File: config.mk
export PLATFORM = sky130hd
export DESIGN_NAME = ffha_ctrl
export DESIGN_NICKNAME = d
export VERILOG_FILES = /design/src/rtl/ffha_pkg.sv /design/src/rtl/ffha_ctrl.sv
export SDC_FILE = /design/constraint.sdc
export NUM_CORES = 1
export LEC_CHECK = 0
export BUFFER_PORTS_ARGS = -buffer_cell sky130_fd_sc_hd__buf_2
export CAP_MARGIN = 0
export CORE_AREA = 2 2 285 287
export CTS_CLUSTER_SIZE = 10
export DETAILED_ROUTE_END_ITERATION = 6
export DIE_AREA = 0 0 287 289
export HOLD_SLACK_MARGIN = 0.12
export SETUP_SLACK_MARGIN = 0.4
export SLEW_MARGIN = 20
export SYNTH_ARGS = -nofsm -noshare
export SYNTH_HDL_FRONTEND = slang
export SYNTH_SLANG_ARGS = --single-unit
export TNS_END_PERCENT = 50
File: constraint.sdc
create_clock -name i_clk -period 8.5 [get_ports i_clk]
set_input_delay 1.7 -clock i_clk [delete_from_list [all_inputs] [get_ports i_clk]]
set_output_delay 1.7 -clock i_clk [all_outputs]
set_load 0.01 [all_outputs]
File: src/rtl/ffha_pkg.sv
// ============================================================================
// ffha_pkg
// Shared types and codes of the first-fit heap allocator.
// ============================================================================
`default_nettype none

package ffha_pkg;

    localparam int REQ_W   = 15;
    localparam int REL_W   = 14;
    localparam int HW_W    = 15;
    localparam int ROUND_W = 16;
    localparam int SPLIT_SLACK = 128;

    typedef enum logic [1:0] {
        MODE_ALLOC  = 2'd0,
        MODE_FREE   = 2'd1,
        MODE_REPORT = 2'd2,
        MODE_RESET  = 2'd3
    } t_mode;

    localparam logic [1:0] STATUS_OK      = 2'd0;
    localparam logic [1:0] STATUS_NOMEM   = 2'd1;
    localparam logic [1:0] STATUS_BADADDR = 2'd2;

    typedef enum logic [4:0] {
        ST_INIT,
        ST_IDLE,
        ST_FIND_RD,
        ST_FIND_CHK,
        ST_PACK_RD,
        ST_PACK_CHK,
        ST_PACK_END,
        ST_SPLIT_RD,
        ST_SPLIT_WR,
        ST_GRANT_WR0,
        ST_GRANT_WR1,
        ST_FREE_RD,
        ST_FREE_CHK,
        ST_BACK_RD,
        ST_BACK_CHK,
        ST_FWD_RD,
        ST_FWD_CHK,
        ST_MERGE_WR,
        ST_SHIFT_RD,
        ST_SHIFT_WR,
        ST_REP_RD,
        ST_REP_CHK,
        ST_FIN
    } t_state;

    typedef struct packed {
        logic [1:0]  status;
        logic [13:0] grant_offset;
        logic [14:0] free_total;
        logic [14:0] used_total;
        logic [8:0]  free_count;
        logic [8:0]  used_count;
        logic [14:0] largest_free_size;
        logic [14:0] largest_used_size;
    } t_result;

endpackage

`default_nettype wire

File: src/rtl/ffha_ctrl.sv
// ============================================================================
// ffha_ctrl
// Sequencer that walks the block table one entry at a time for every allocate, free and report request.
// ============================================================================
`default_nettype none

module ffha_ctrl #(
    parameter int ARENA_WORDS  = 16384,
    parameter int MAX_BLOCKS   = 256,
    parameter int HEADER_WORDS = 4,
    parameter int AW = $clog2(ARENA_WORDS + 1),
    parameter int IW = (MAX_BLOCKS > 1) ? $clog2(MAX_BLOCKS) : 1,
    parameter int DW = 2 * AW + 1
) (
    input  wire logic                        i_clk,
    input  wire logic                        i_rst_n,
    input  wire logic                        i_start,
    input  wire logic [1:0]                  i_mode,
    input  wire logic [ffha_pkg::REQ_W-1:0]  i_request_words,
    input  wire logic [ffha_pkg::REL_W-1:0]  i_release_offset,
    input  wire logic [ffha_pkg::HW_W-1:0]   i_heap_words,
    input  wire logic                        i_out_free,
    output logic                             o_idle,
    output logic                             o_done,
    output ffha_pkg::t_result                o_res,
    output logic                             o_mem_we,
    output logic [IW-1:0]                    o_mem_waddr,
    output logic [DW-1:0]                    o_mem_wdata,
    output logic [IW-1:0]                    o_mem_raddr,
    input  wire logic [DW-1:0]               i_mem_rdata
);

    localparam int CW   = $clog2(MAX_BLOCKS + 1);
    localparam int RW   = ffha_pkg::ROUND_W;
    localparam int CMPW = ((AW > RW) ? AW : RW) + 1;
    localparam int CLW  = (AW > ffha_pkg::HW_W) ? AW : ffha_pkg::HW_W;

    ffha_pkg::t_state r_state, n_state;
    logic [CW-1:0] r_idx, n_idx, r_j, n_j, r_count, n_count, r_rover, n_rover;
    logic [CW-1:0] r_u, n_u, r_first, n_first, r_last, n_last, r_gap, n_gap;
    logic [RW-1:0] r_n, n_n;
    logic [ffha_pkg::REL_W-1:0] r_rel, n_rel;
    logic r_pass, n_pass, r_pend, n_pend, r_split, n_split;
    logic r_cur_used, n_cur_used;
    logic [AW-1:0] r_cur_size, n_cur_size, r_cur_off, n_cur_off;
    logic [AW-1:0] r_first_off, n_first_off, r_last_off, n_last_off;
    logic [AW-1:0] r_last_size, n_last_size, r_lf, n_lf, r_lu, n_lu;
    ffha_pkg::t_result r_res, n_res;

    logic          e_used;
    logic [AW-1:0] e_size, e_off;
    logic [RW-1:0] req_round;
    logic [CLW-1:0] hw_clamp;
    logic [AW-1:0] arena_size;
    logic          fit, do_split;

    assign e_used = i_mem_rdata[DW-1];
    assign e_size = i_mem_rdata[DW-2 -: AW];
    assign e_off  = i_mem_rdata[AW-1:0];

    always_comb begin
        req_round = (RW'(i_request_words) + RW'(7)) & ~RW'(7);
        if (req_round == '0) begin
            req_round = RW'(1);
        end
        hw_clamp = CLW'(i_heap_words);
        if (hw_clamp < CLW'(64)) begin
            hw_clamp = CLW'(64);
        end
        if (hw_clamp > CLW'(ARENA_WORDS)) begin
            hw_clamp = CLW'(ARENA_WORDS);
        end
        hw_clamp   = hw_clamp & ~CLW'(7);
        arena_size = AW'(hw_clamp - CLW'(HEADER_WORDS));
    end

    assign fit      = !e_used && (CMPW'(e_size) >= CMPW'(r_n));
    assign do_split = (CMPW'(e_size) > CMPW'(r_n) + CMPW'(ffha_pkg::SPLIT_SLACK))
                      && (r_count < CW'(MAX_BLOCKS));

    always_ff @(posedge i_clk) begin
        if (!i_rst_n) begin
            r_state <= ffha_pkg::ST_INIT;
            r_count <= CW'(1);
            r_rover <= '0;
        end else begin
            r_state <= n_state;
            r_count <= n_count;
            r_rover <= n_rover;
        end
        r_idx <= n_idx;           r_j <= n_j;
        r_u <= n_u;               r_first <= n_first;
        r_last <= n_last;         r_gap <= n_gap;
        r_n <= n_n;               r_rel <= n_rel;
        r_pass <= n_pass;         r_pend <= n_pend;
        r_split <= n_split;       r_cur_used <= n_cur_used;
        r_cur_size <= n_cur_size; r_cur_off <= n_cur_off;
        r_first_off <= n_first_off;
        r_last_off <= n_last_off; r_last_size <= n_last_size;
        r_lf <= n_lf;             r_lu <= n_lu;
        r_res <= n_res;
    end

    always_comb begin
        n_state = r_state;   n_idx = r_idx;     n_j = r_j;
        n_count = r_count;   n_rover = r_rover; n_u = r_u;
        n_first = r_first;   n_last = r_last;   n_gap = r_gap;
        n_n = r_n;           n_rel = r_rel;     n_pass = r_pass;
        n_pend = r_pend;     n_split = r_split;
        n_cur_used = r_cur_used; n_cur_size = r_cur_size; n_cur_off = r_cur_off;
        n_first_off = r_first_off;
        n_last_off = r_last_off; n_last_size = r_last_size;
        n_lf = r_lf;         n_lu = r_lu;       n_res = r_res;
        o_idle = 1'b0;
        o_done = 1'b0;
        o_mem_we = 1'b0;
        o_mem_waddr = '0;
        o_mem_wdata = '0;
        o_mem_raddr = r_idx[IW-1:0];

        unique case (r_state)
            ffha_pkg::ST_INIT: begin
                o_mem_we    = 1'b1;
                o_mem_wdata = {1'b0, arena_size, AW'(0)};
                n_count     = CW'(1);
                n_rover     = '0;
                n_state     = ffha_pkg::ST_IDLE;
            end
            ffha_pkg::ST_IDLE: begin
                o_idle = 1'b1;
                if (i_start) begin
                    n_res  = '0;
                    n_n    = req_round;
                    n_rel  = i_release_offset;
                    n_pass = 1'b0;
                    n_idx  = '0;
                    n_lf   = '0;
                    n_lu   = '0;
                    unique case (ffha_pkg::t_mode'(i_mode))
                        ffha_pkg::MODE_ALLOC: begin
                            n_idx   = (r_rover < r_count) ? r_rover : '0;
                            n_state = ffha_pkg::ST_FIND_RD;
                        end
                        ffha_pkg::MODE_FREE:   n_state = ffha_pkg::ST_FREE_RD;
                        ffha_pkg::MODE_REPORT: n_state = ffha_pkg::ST_REP_RD;
                        ffha_pkg::MODE_RESET: begin
                            o_mem_we    = 1'b1;
                            o_mem_wdata = {1'b0, arena_size, AW'(0)};
                            n_count     = CW'(1);
                            n_rover     = '0;
                            n_state     = ffha_pkg::ST_FIN;
                        end
                        default: n_state = ffha_pkg::ST_FIN;
                    endcase
                end
            end
            ffha_pkg::ST_FIND_RD: begin
                if (r_idx >= r_count) begin
                    if (r_pass) begin
                        n_res.status = ffha_pkg::STATUS_NOMEM;
                        n_state      = ffha_pkg::ST_FIN;
                    end else begin
                        n_idx   = '0;
                        n_j     = '0;
                        n_pend  = 1'b0;
                        n_state = ffha_pkg::ST_PACK_RD;
                    end
                end else begin
                    n_state = ffha_pkg::ST_FIND_CHK;
                end
            end
            ffha_pkg::ST_FIND_CHK: begin
                if (fit) begin
                    n_cur_size = e_size;
                    n_cur_off  = e_off;
                    n_u        = r_idx;
                    n_split    = do_split;
                    n_idx      = r_count;
                    n_state    = do_split ? ffha_pkg::ST_SPLIT_RD : ffha_pkg::ST_GRANT_WR0;
                end else begin
                    n_idx   = r_idx + CW'(1);
                    n_state = ffha_pkg::ST_FIND_RD;
                end
            end
            ffha_pkg::ST_PACK_RD: begin
                n_state = (r_idx >= r_count) ? ffha_pkg::ST_PACK_END : ffha_pkg::ST_PACK_CHK;
            end
            ffha_pkg::ST_PACK_CHK: begin
                // A free entry after a pending free entry joins its run.
                if (r_pend && !r_cur_used && !e_used) begin
                    n_cur_size = AW'(e_off - r_cur_off + e_size - AW'(HEADER_WORDS));
                end else begin
                    if (r_pend) begin
                        o_mem_we    = 1'b1;
                        o_mem_waddr = r_j[IW-1:0];
                        o_mem_wdata = {r_cur_used, r_cur_size, r_cur_off};
                        n_j         = r_j + CW'(1);
                    end
                    if (!e_used) begin
                        n_rover = r_pend ? r_j + CW'(1) : r_j;
                    end
                    n_pend     = 1'b1;
                    n_cur_used = e_used;
                    n_cur_size = e_size;
                    n_cur_off  = e_off;
                end
                n_idx   = r_idx + CW'(1);
                n_state = ffha_pkg::ST_PACK_RD;
            end
            ffha_pkg::ST_PACK_END: begin
                o_mem_we    = 1'b1;
                o_mem_waddr = r_j[IW-1:0];
                o_mem_wdata = {r_cur_used, r_cur_size, r_cur_off};
                n_count     = r_j + CW'(1);
                n_pass      = 1'b1;
                n_idx       = '0;
                n_state     = ffha_pkg::ST_FIND_RD;
            end
            ffha_pkg::ST_SPLIT_RD: begin
                // Open a slot after the found entry by moving the tail up by one.
                o_mem_raddr = IW'(r_idx - CW'(1));
                n_state = (r_idx > r_u + CW'(1)) ? ffha_pkg::ST_SPLIT_WR
                                                  : ffha_pkg::ST_GRANT_WR0;
            end
            ffha_pkg::ST_SPLIT_WR: begin
                o_mem_we    = 1'b1;
                o_mem_waddr = r_idx[IW-1:0];
                o_mem_wdata = i_mem_rdata;
                n_idx       = r_idx - CW'(1);
                n_state     = ffha_pkg::ST_SPLIT_RD;
            end
            ffha_pkg::ST_GRANT_WR0: begin
                o_mem_we    = 1'b1;
                o_mem_waddr = r_u[IW-1:0];
                o_mem_wdata = {1'b1, r_split ? AW'(r_n) : r_cur_size, r_cur_off};
                n_rover     = r_u + CW'(1);
                n_res.status = ffha_pkg::STATUS_OK;
                n_res.grant_offset = 14'(CMPW'(r_cur_off) + CMPW'(HEADER_WORDS));
                n_state = r_split ? ffha_pkg::ST_GRANT_WR1 : ffha_pkg::ST_FIN;
            end
            ffha_pkg::ST_GRANT_WR1: begin
                o_mem_we    = 1'b1;
                o_mem_waddr = IW'(r_u + CW'(1));
                o_mem_wdata = {1'b0, AW'(r_cur_size - AW'(r_n) - AW'(HEADER_WORDS)),
                               AW'(r_cur_off + AW'(HEADER_WORDS) + AW'(r_n))};
                n_count     = r_count + CW'(1);
                n_state     = ffha_pkg::ST_FIN;
            end
            ffha_pkg::ST_FREE_RD: begin
                if (r_idx >= r_count) begin
                    n_res.status = ffha_pkg::STATUS_BADADDR;
                    n_state      = ffha_pkg::ST_FIN;
                end else begin
                    n_state = ffha_pkg::ST_FREE_CHK;
                end
            end
            ffha_pkg::ST_FREE_CHK: begin
                if (CMPW'(e_off) + CMPW'(HEADER_WORDS) == CMPW'(r_rel)) begin
                    n_cur_size  = e_size;
                    n_cur_off   = e_off;
                    n_u         = r_idx;
                    n_first     = r_idx;
                    n_first_off = e_off;
                    n_last      = r_idx;
                    n_last_off  = e_off;
                    n_last_size = e_size;
                    n_state     = ffha_pkg::ST_BACK_RD;
                end else begin
                    n_idx   = r_idx + CW'(1);
                    n_state = ffha_pkg::ST_FREE_RD;
                end
            end
            ffha_pkg::ST_BACK_RD: begin
                o_mem_raddr = IW'(r_first - CW'(1));
                n_state = (r_first == '0) ? ffha_pkg::ST_FWD_RD : ffha_pkg::ST_BACK_CHK;
            end
            ffha_pkg::ST_BACK_CHK: begin
                if (!e_used) begin
                    n_first     = r_first - CW'(1);
                    n_first_off = e_off;
                    n_state     = ffha_pkg::ST_BACK_RD;
                end else begin
                    n_state = ffha_pkg::ST_FWD_RD;
                end
            end
            ffha_pkg::ST_FWD_RD: begin
                o_mem_raddr = IW'(r_last + CW'(1));
                n_state = (r_last + CW'(1) >= r_count) ? ffha_pkg::ST_MERGE_WR
                                                        : ffha_pkg::ST_FWD_CHK;
            end
            ffha_pkg::ST_FWD_CHK: begin
                if (!e_used) begin
                    n_last      = r_last + CW'(1);
                    n_last_off  = e_off;
                    n_last_size = e_size;
                    n_state     = ffha_pkg::ST_FWD_RD;
                end else begin
                    n_state = ffha_pkg::ST_MERGE_WR;
                end
            end
            ffha_pkg::ST_MERGE_WR: begin
                o_mem_we     = 1'b1;
                n_rover      = r_first;
                n_res.status = ffha_pkg::STATUS_OK;
                if (r_last == r_first) begin
                    o_mem_waddr = r_u[IW-1:0];
                    o_mem_wdata = {1'b0, r_cur_size, r_cur_off};
                    n_state     = ffha_pkg::ST_FIN;
                end else begin
                    o_mem_waddr = r_first[IW-1:0];
                    o_mem_wdata = {1'b0, AW'(r_last_off - r_first_off + r_last_size
                                              - AW'(HEADER_WORDS)), r_first_off};
                    n_gap   = r_last - r_first;
                    n_idx   = r_last + CW'(1);
                    n_state = ffha_pkg::ST_SHIFT_RD;
                end
            end
            ffha_pkg::ST_SHIFT_RD: begin
                if (r_idx >= r_count) begin
                    n_count = r_count - r_gap;
                    n_state = ffha_pkg::ST_FIN;
                end else begin
                    n_state = ffha_pkg::ST_SHIFT_WR;
                end
            end
            ffha_pkg::ST_SHIFT_WR: begin
                o_mem_we    = 1'b1;
                o_mem_waddr = IW'(r_idx - r_gap);
                o_mem_wdata = i_mem_rdata;
                n_idx       = r_idx + CW'(1);
                n_state     = ffha_pkg::ST_SHIFT_RD;
            end
            ffha_pkg::ST_REP_RD: begin
                n_state = (r_idx >= r_count) ? ffha_pkg::ST_FIN : ffha_pkg::ST_REP_CHK;
            end
            ffha_pkg::ST_REP_CHK: begin
                if (e_used) begin
                    n_res.used_total = r_res.used_total + 15'(e_size);
                    n_res.used_count = r_res.used_count + 9'd1;
                    if (e_size > r_lu) begin
                        n_lu = e_size;
                        n_res.largest_used_size = 15'(e_size);
                    end
                end else begin
                    n_res.free_total = r_res.free_total + 15'(e_size);
                    n_res.free_count = r_res.free_count + 9'd1;
                    if (e_size > r_lf) begin
                        n_lf = e_size;
                        n_res.largest_free_size = 15'(e_size);
                    end
                end
                n_idx   = r_idx + CW'(1);
                n_state = ffha_pkg::ST_REP_RD;
            end
            ffha_pkg::ST_FIN: begin
                if (i_out_free) begin
                    o_done  = 1'b1;
                    n_state = ffha_pkg::ST_IDLE;
                end
            end
            default: n_state = ffha_pkg::ST_IDLE;
        endcase
    end

    assign o_res = r_res;

endmodule

`default_nettype wire

## Word-level counts from Yosys, hierarchy flattened

Cells that the tools add are included.

- Word-level logic and storage cells: 275
- Output and inout port bits: 144
- Flip-flop bits (word level): 310

- Multiplexer cells: 108
- Magnitude comparators: 11
- Add/sub/neg operators: 29
- Reduce and logical (&&, ||, !) cells: 47
- Bitwise operators: 2
- Equality and inequality tests: 47

Operators by type and width:

| kind | count |
|---|---|
| $mux W15 | 18 |
| $pmux W31 S8 | 1 |
| $mux W9 | 23 |
| $pmux W78 S2 | 1 |
| $pmux W15 S2 | 5 |
| $pmux W5 S22 | 1 |
| $mux W94 | 1 |
| $mux W30 | 3 |
| $pmux W15 S3 | 2 |
| $pmux W9 S5 | 2 |
| $add A15 B15 Y15 | 5 |
| $pmux W9 S2 | 4 |
| $pmux W9 S8 | 1 |
| $add A9 B1 Y9 const B | 7 |
| $mux W31 | 2 |
| $sub A15 B3 Y15 const B | 4 |
| $pmux W8 S7 | 1 |
| $sub A15 B15 Y15 | 3 |
| $eq A5 B4 Y1 const B | 8 |
| $ne A2 B2 Y1 const B | 19 |
| $eq A5 B5 Y1 const B | 7 |
| $mux W5 | 7 |
| $add A15 B3 Y16 const B | 2 |
| $gt A15 B15 Y1 | 2 |
| other kinds (53) | 115 |

## Logic depth before layout (Yosys ltp)

- Depth in word-level cells: 8
- Gate-level depth with buffers: 15
- Mapped depth without buffers: 14

## Worst setup path after synthesis

No wires, ideal clock.

- Path kind: input to output
- Start: input i_heap_words[8] (netlist bit)
- End: output o_mem_wdata[26]
- Stages: 10
- Setup slack: 2.793 ns
- Data required time: 6.800 ns
- Path buffers: 0
- Arrival: 4.007 ns
- Cell sequence: or3_4 nor4_4 nor2_1 nand2_1 ha_1 o21ai_0 o311ai_0 o21ai_0 a221o_1 a221o_1

- Cells in the longest elaborated chain, start to end: 8

RTL lines:

| item | RTL line | source |
|---|---|---|
| from (decl) | ffha_ctrl.sv:21 | `input wire logic [ffha_pkg::HW_W-1:0] i_heap_words,` |
| $lt A15 B7 Y1 | ffha_ctrl.sv:67 | `if (hw_clamp < CLW'(64)) begin` |
| $mux W15 * | ffha_ctrl.sv:67 |  |
| $gt A15 B15 Y1 | ffha_ctrl.sv:70 | `if (hw_clamp > CLW'(ARENA_WORDS)) begin` |
| $mux W15 * | ffha_ctrl.sv:70 |  |
| $sub A15 B3 Y15 * | ffha_ctrl.sv:74 | `arena_size = AW'(hw_clamp - CLW'(HEADER_WORDS));` |
| $mux W30 | ffha_ctrl.sv:139 | `unique case (ffha_pkg::t_mode'(i_mode))` |
| $mux W30 | ffha_ctrl.sv:131 | `if (i_start) begin` |
| $pmux W31 S8 * | ffha_ctrl.sv:121 | `unique case (r_state)` |
| to (decl) | ffha_ctrl.sv:28 | `output logic [DW-1:0] o_mem_wdata,` |

Mark *: on every way between the ends. The rest lies on a longest branch, timed or not.

## Worst setup path in the final report

Same ends and word-level chain as after synthesis.

==> out/results.ini <==
[global_route]
grt_pass1_wl_um = 116000
grt_antenna_before_repair = 4
grt_max_degree = 49
grt_pass1_vias = 18500
grt_usage_pct = 18.3
grt_overflow = 0

[synth]
netlist-cell-type-count = 78
synth_top_area_share_pct = 37.4
yosysSeqAreaShare_pct = 39.4
synthTopCellsByArea = edfxtp_1, ha_1, xnor2_1
yosys.area.top_type = edfxtp_1
yosys_warnings = 0
avgSynthCellArea_um2 = 9.72
synthCells = 2356
syn_area_mm2 = 0.0229
synth_ff_type = edfxtp_1
async_flop_share_pct = 0
synth-seq-cells = 308
synth_fp_nets = 2714
synth-edff-count = 285

[cts]
worstSkewPairLatency_ns = 0.58
h-tree-depth = 2
post_cts_buffers = 0
cts_tree = done
cts_inserted_buffers = 42
clock-sinks = 308
cts_hold_buf = 0
cts_resized = 0
clk_pin_slew_ns = 0.05
cts_buffer_depth = 3
root_buffer = clkbuf_16

[placement]
dp_slack_ns = 2.05
hpwlAfterDp_um = 58600
portBuffers = 224
gp_congestion = 0.913

[final_layout]
areaGrowthSynthToFinish_pct = 16.7
fillCellCount = 8280
layout.nets = 2949
layout-drive-gt1-share_pct = 12.9

[floorplan]
start_util_pct = 28.7
die_w_um = 287
core_area_mm2 = 0.0799
dieArea_mm2 = 0.0829
row_count = 104
die_h_um = 289
ios = 225

[min_path]
whs_endpoint = r_count[1]$_SDFFE_PN0P_
hold_start = r_count[1]$_SDFFE_PN0P_
whs_path_depth = 1
hold_path.class = flop to flop

[power]
power_density_mw_per_mm2 = 189
p_int_mw = 3.37
pwr-share-seq_pct = 38.0
p_switching_mw = 1.67
pwr-share-comb_pct = 26.8
p_leak_nw = 11.0
pwr-share-clk_pct = 35.2
ir_drop_v = 0.000146
swShare_pct = 33.2

[worst_setup_path]
r2r_slack_ns = 3.99
max_stage_delay_ns = 0.40
r2r_start = r_state[1]$_SDFFE_PN0P_
r2r-end = o_res[20]$_SDFFCE_PP0P_
crit_required_ns = 6.80
cpMaxStageDelayCell = or3_4
path_delay_family = compound AO/OA/AOI/OAI gates
arrival_ns = 4.85
path_buf_inv = 2
path_max_fanout = 7
path_class = input port to output pin
worstRegToRegCells = 9
cp_cell_sequence = buf_2 -> or3_4 -> nor4_4 -> nor2_1 -> nand2_1 -> ha_1 -> o21ai_0 -> o311ai_0 -> o21ai_0 -> a221o_1 -> a221o_1 -> buf_2
cp-end-kind = output pin
crit_path_start_kind = input port

[route]
wl_met2_um = 35700
routed_wl_um = 77700
vias_per_cell = 5.26
drc_errors = 5
wl_met3_um = 6190
route.antenna.remaining_nets = 0
vias = 19400
firstDrtPassIters = 7
dr.first_iter.drc_count = 1985
routedLengthMet1_um = 33600
highest_layer = met5
post_drt_wl_per_cell_um = 21.1

[timing]
hold_viol = 0
rsz0062_at_grt = false
fmax_mhz = 153
hold_ws_ns = 0.545
slew_viol_final = 0
period_share_pct = 77.1
slew_headroom_pct = 32.4
fin_skew_ns = 0.0322
fin_crit_ns = 6.55
setup-tns-final_ns = 0
finalSetupViolCount = 0
setup_ws_ns = 1.95
tightestPinTransition_ns = 1.01

[status]
violations = DRC
outcome = complete, but fails checks

[job]
maxCapViolCount = 0

## sequential cells by signal, summed over array words and instances (netlist names)
register     flops
r_lf            15
r_u              9
r_state          5
r_cur_off       15
r_pass           1
r_cur_used       1
r_lu            15
r_first          9
o_res           94
r_pend           1
r_rel           14
r_gap            9
r_idx            9
r_count          9
r_rover          9
r_cur_size      15
r_n             14
r_last_size     15
r_first_off     15
r_j              9
r_split          1
r_last           9
r_last_off      15
## synthesized netlist by cell type, types with 22 or more instances
| cell | number |
|---|---|
| o21ai_0 | 134 |
| inv_1 | 251 |
| nand4_1 | 25 |
| xnor2_1 | 118 |
| xor2_1 | 74 |
| edfxtp_1 | 285 |
| nor2_1 | 166 |
| ha_1 | 243 |
| a21oi_1 | 108 |
| dfxtp_1 | 23 |
| nand2_1 | 173 |
| and3_1 | 24 |
| fa_1 | 34 |
| nor2b_1 | 30 |
| nor3_1 | 64 |
| a21o_1 | 39 |
| a221oi_1 | 25 |
| a211oi_1 | 22 |
| clkbuf_1 | 47 |
| nand2b_1 | 25 |
| a222oi_1 | 24 |
| nand3_1 | 82 |
| and2_1 | 45 |
## area by class of cell
type | instances | area, um2 | area share [%]
diodes | 2 | 5.00 | 0.0187
clock buffers | 54 | 1100 | 4.10
clock inverters | 17 | 220 | 0.824
inverters | 254 | 953 | 3.57
multi-input cells | 1733 | 12700 | 47.7
flip-flops and latches | 308 | 9020 | 33.8
well taps | 1060 | 1330 | 4.96
repair buffers | 252 | 1350 | 5.06
## power groups by stage
| stage | clock (mW) | combinational (mW) | sequential (mW) |
|---|---|---|---|
| 6_report | 1.77 | 1.35 | 1.92 |
| 5_1_grt | 1.89 | 1.50 | 1.93 |
| 4_1_cts | 1.83 | 1.35 | 1.92 |
| 3_5_place_dp | 0 | 1.34 | 1.95 |
| 3_3_place_gp | 0 | 1.32 | 1.95 |
| 2_1_floorplan | 0 | 0.871 | 1.91 |
## placed cells by master (no fill, tap or decap), types with 9 or more instances in the layout
master	count
o22ai_1	16
a211oi_1	22
and2_1	45
a22oi_1	10
o221ai_1	17
a21oi_1	108
clkbuf_1	12
dfxtp_1	23
ha_1	243
xnor2_1	118
nand2b_1	25
nor2b_1	30
inv_1	250
buf_4	27
edfxtp_1	285
clkbuf_16	42
nand2_1	173
o21bai_1	12
o211ai_1	20
fa_1	34
nor2_1	164
o311ai_0	9
nand3_1	81
a21boi_0	9
buf_2	224
a222oi_1	24
o21a_1	18
a2111oi_0	9
or3_1	18
o21ai_0	131
xor2_1	74
a221oi_1	25
a221o_1	15
and3_1	24
a21o_1	39
nand4_1	25
nor3_1	63
a31oi_1	19
## cell families after synthesis
logic type / count (synthesis) / synth area share, %
AOI/OAI and AO/OA: 563 / 16.7
adders and majority gates: 277 / 16.2
xor gates and xnor gates: 192 / 7.34
and+or+nand+nor: 693 / 14.8
muxes: 8 / 0.371
DFF: 308 / 39.4
buffers and inverters: 315 / 5.20
## worst max path at each step
stage / slack, ns / start / cells after the start / end
finish: 1.95 / i_heap_words[8] / 12 / o_mem_wdata[26]
global route: 1.81 / i_heap_words[8] / 12 / o_mem_wdata[26]
CTS: 2.04 / i_heap_words[8] / 12 / o_mem_wdata[26]
detailed placement: 2.05 / i_heap_words[8] / 12 / o_mem_wdata[26]
global placement: 2.10 / i_heap_words[8] / 12 / o_mem_wdata[26]
floorplan: 2.79 / i_heap_words[8] / 10 / o_mem_wdata[26]
## layer usage
| metal | GRT usage (%) | vias to the layer above |
|---|---|---|
| met5 | 0 | - |
| met4 | 5.87 | 2 |
| met3 | 3.06 | 144 |
| met2 | 30.0 | 830 |
| met1 | 24.7 | 9263 |
| li1 | - | 9131 |
## per-stage QoR
stage / area [um2] / instances / power (mW) / util (%)
finish: 26700 / 3680 / 5.04 / 33.4
global route: 26700 / 3679 / 5.31 / 33.4
CTS: 26700 / 3678 / 5.09 / 33.4
detailed placement: 25400 / 3607 / 3.28 / 31.8
global placement: 25400 / 3606 / 3.27 / 31.7
floorplan: 22900 / 2356 / 2.78 / -
No activity file was read; power rests on OpenSTA's default activity.
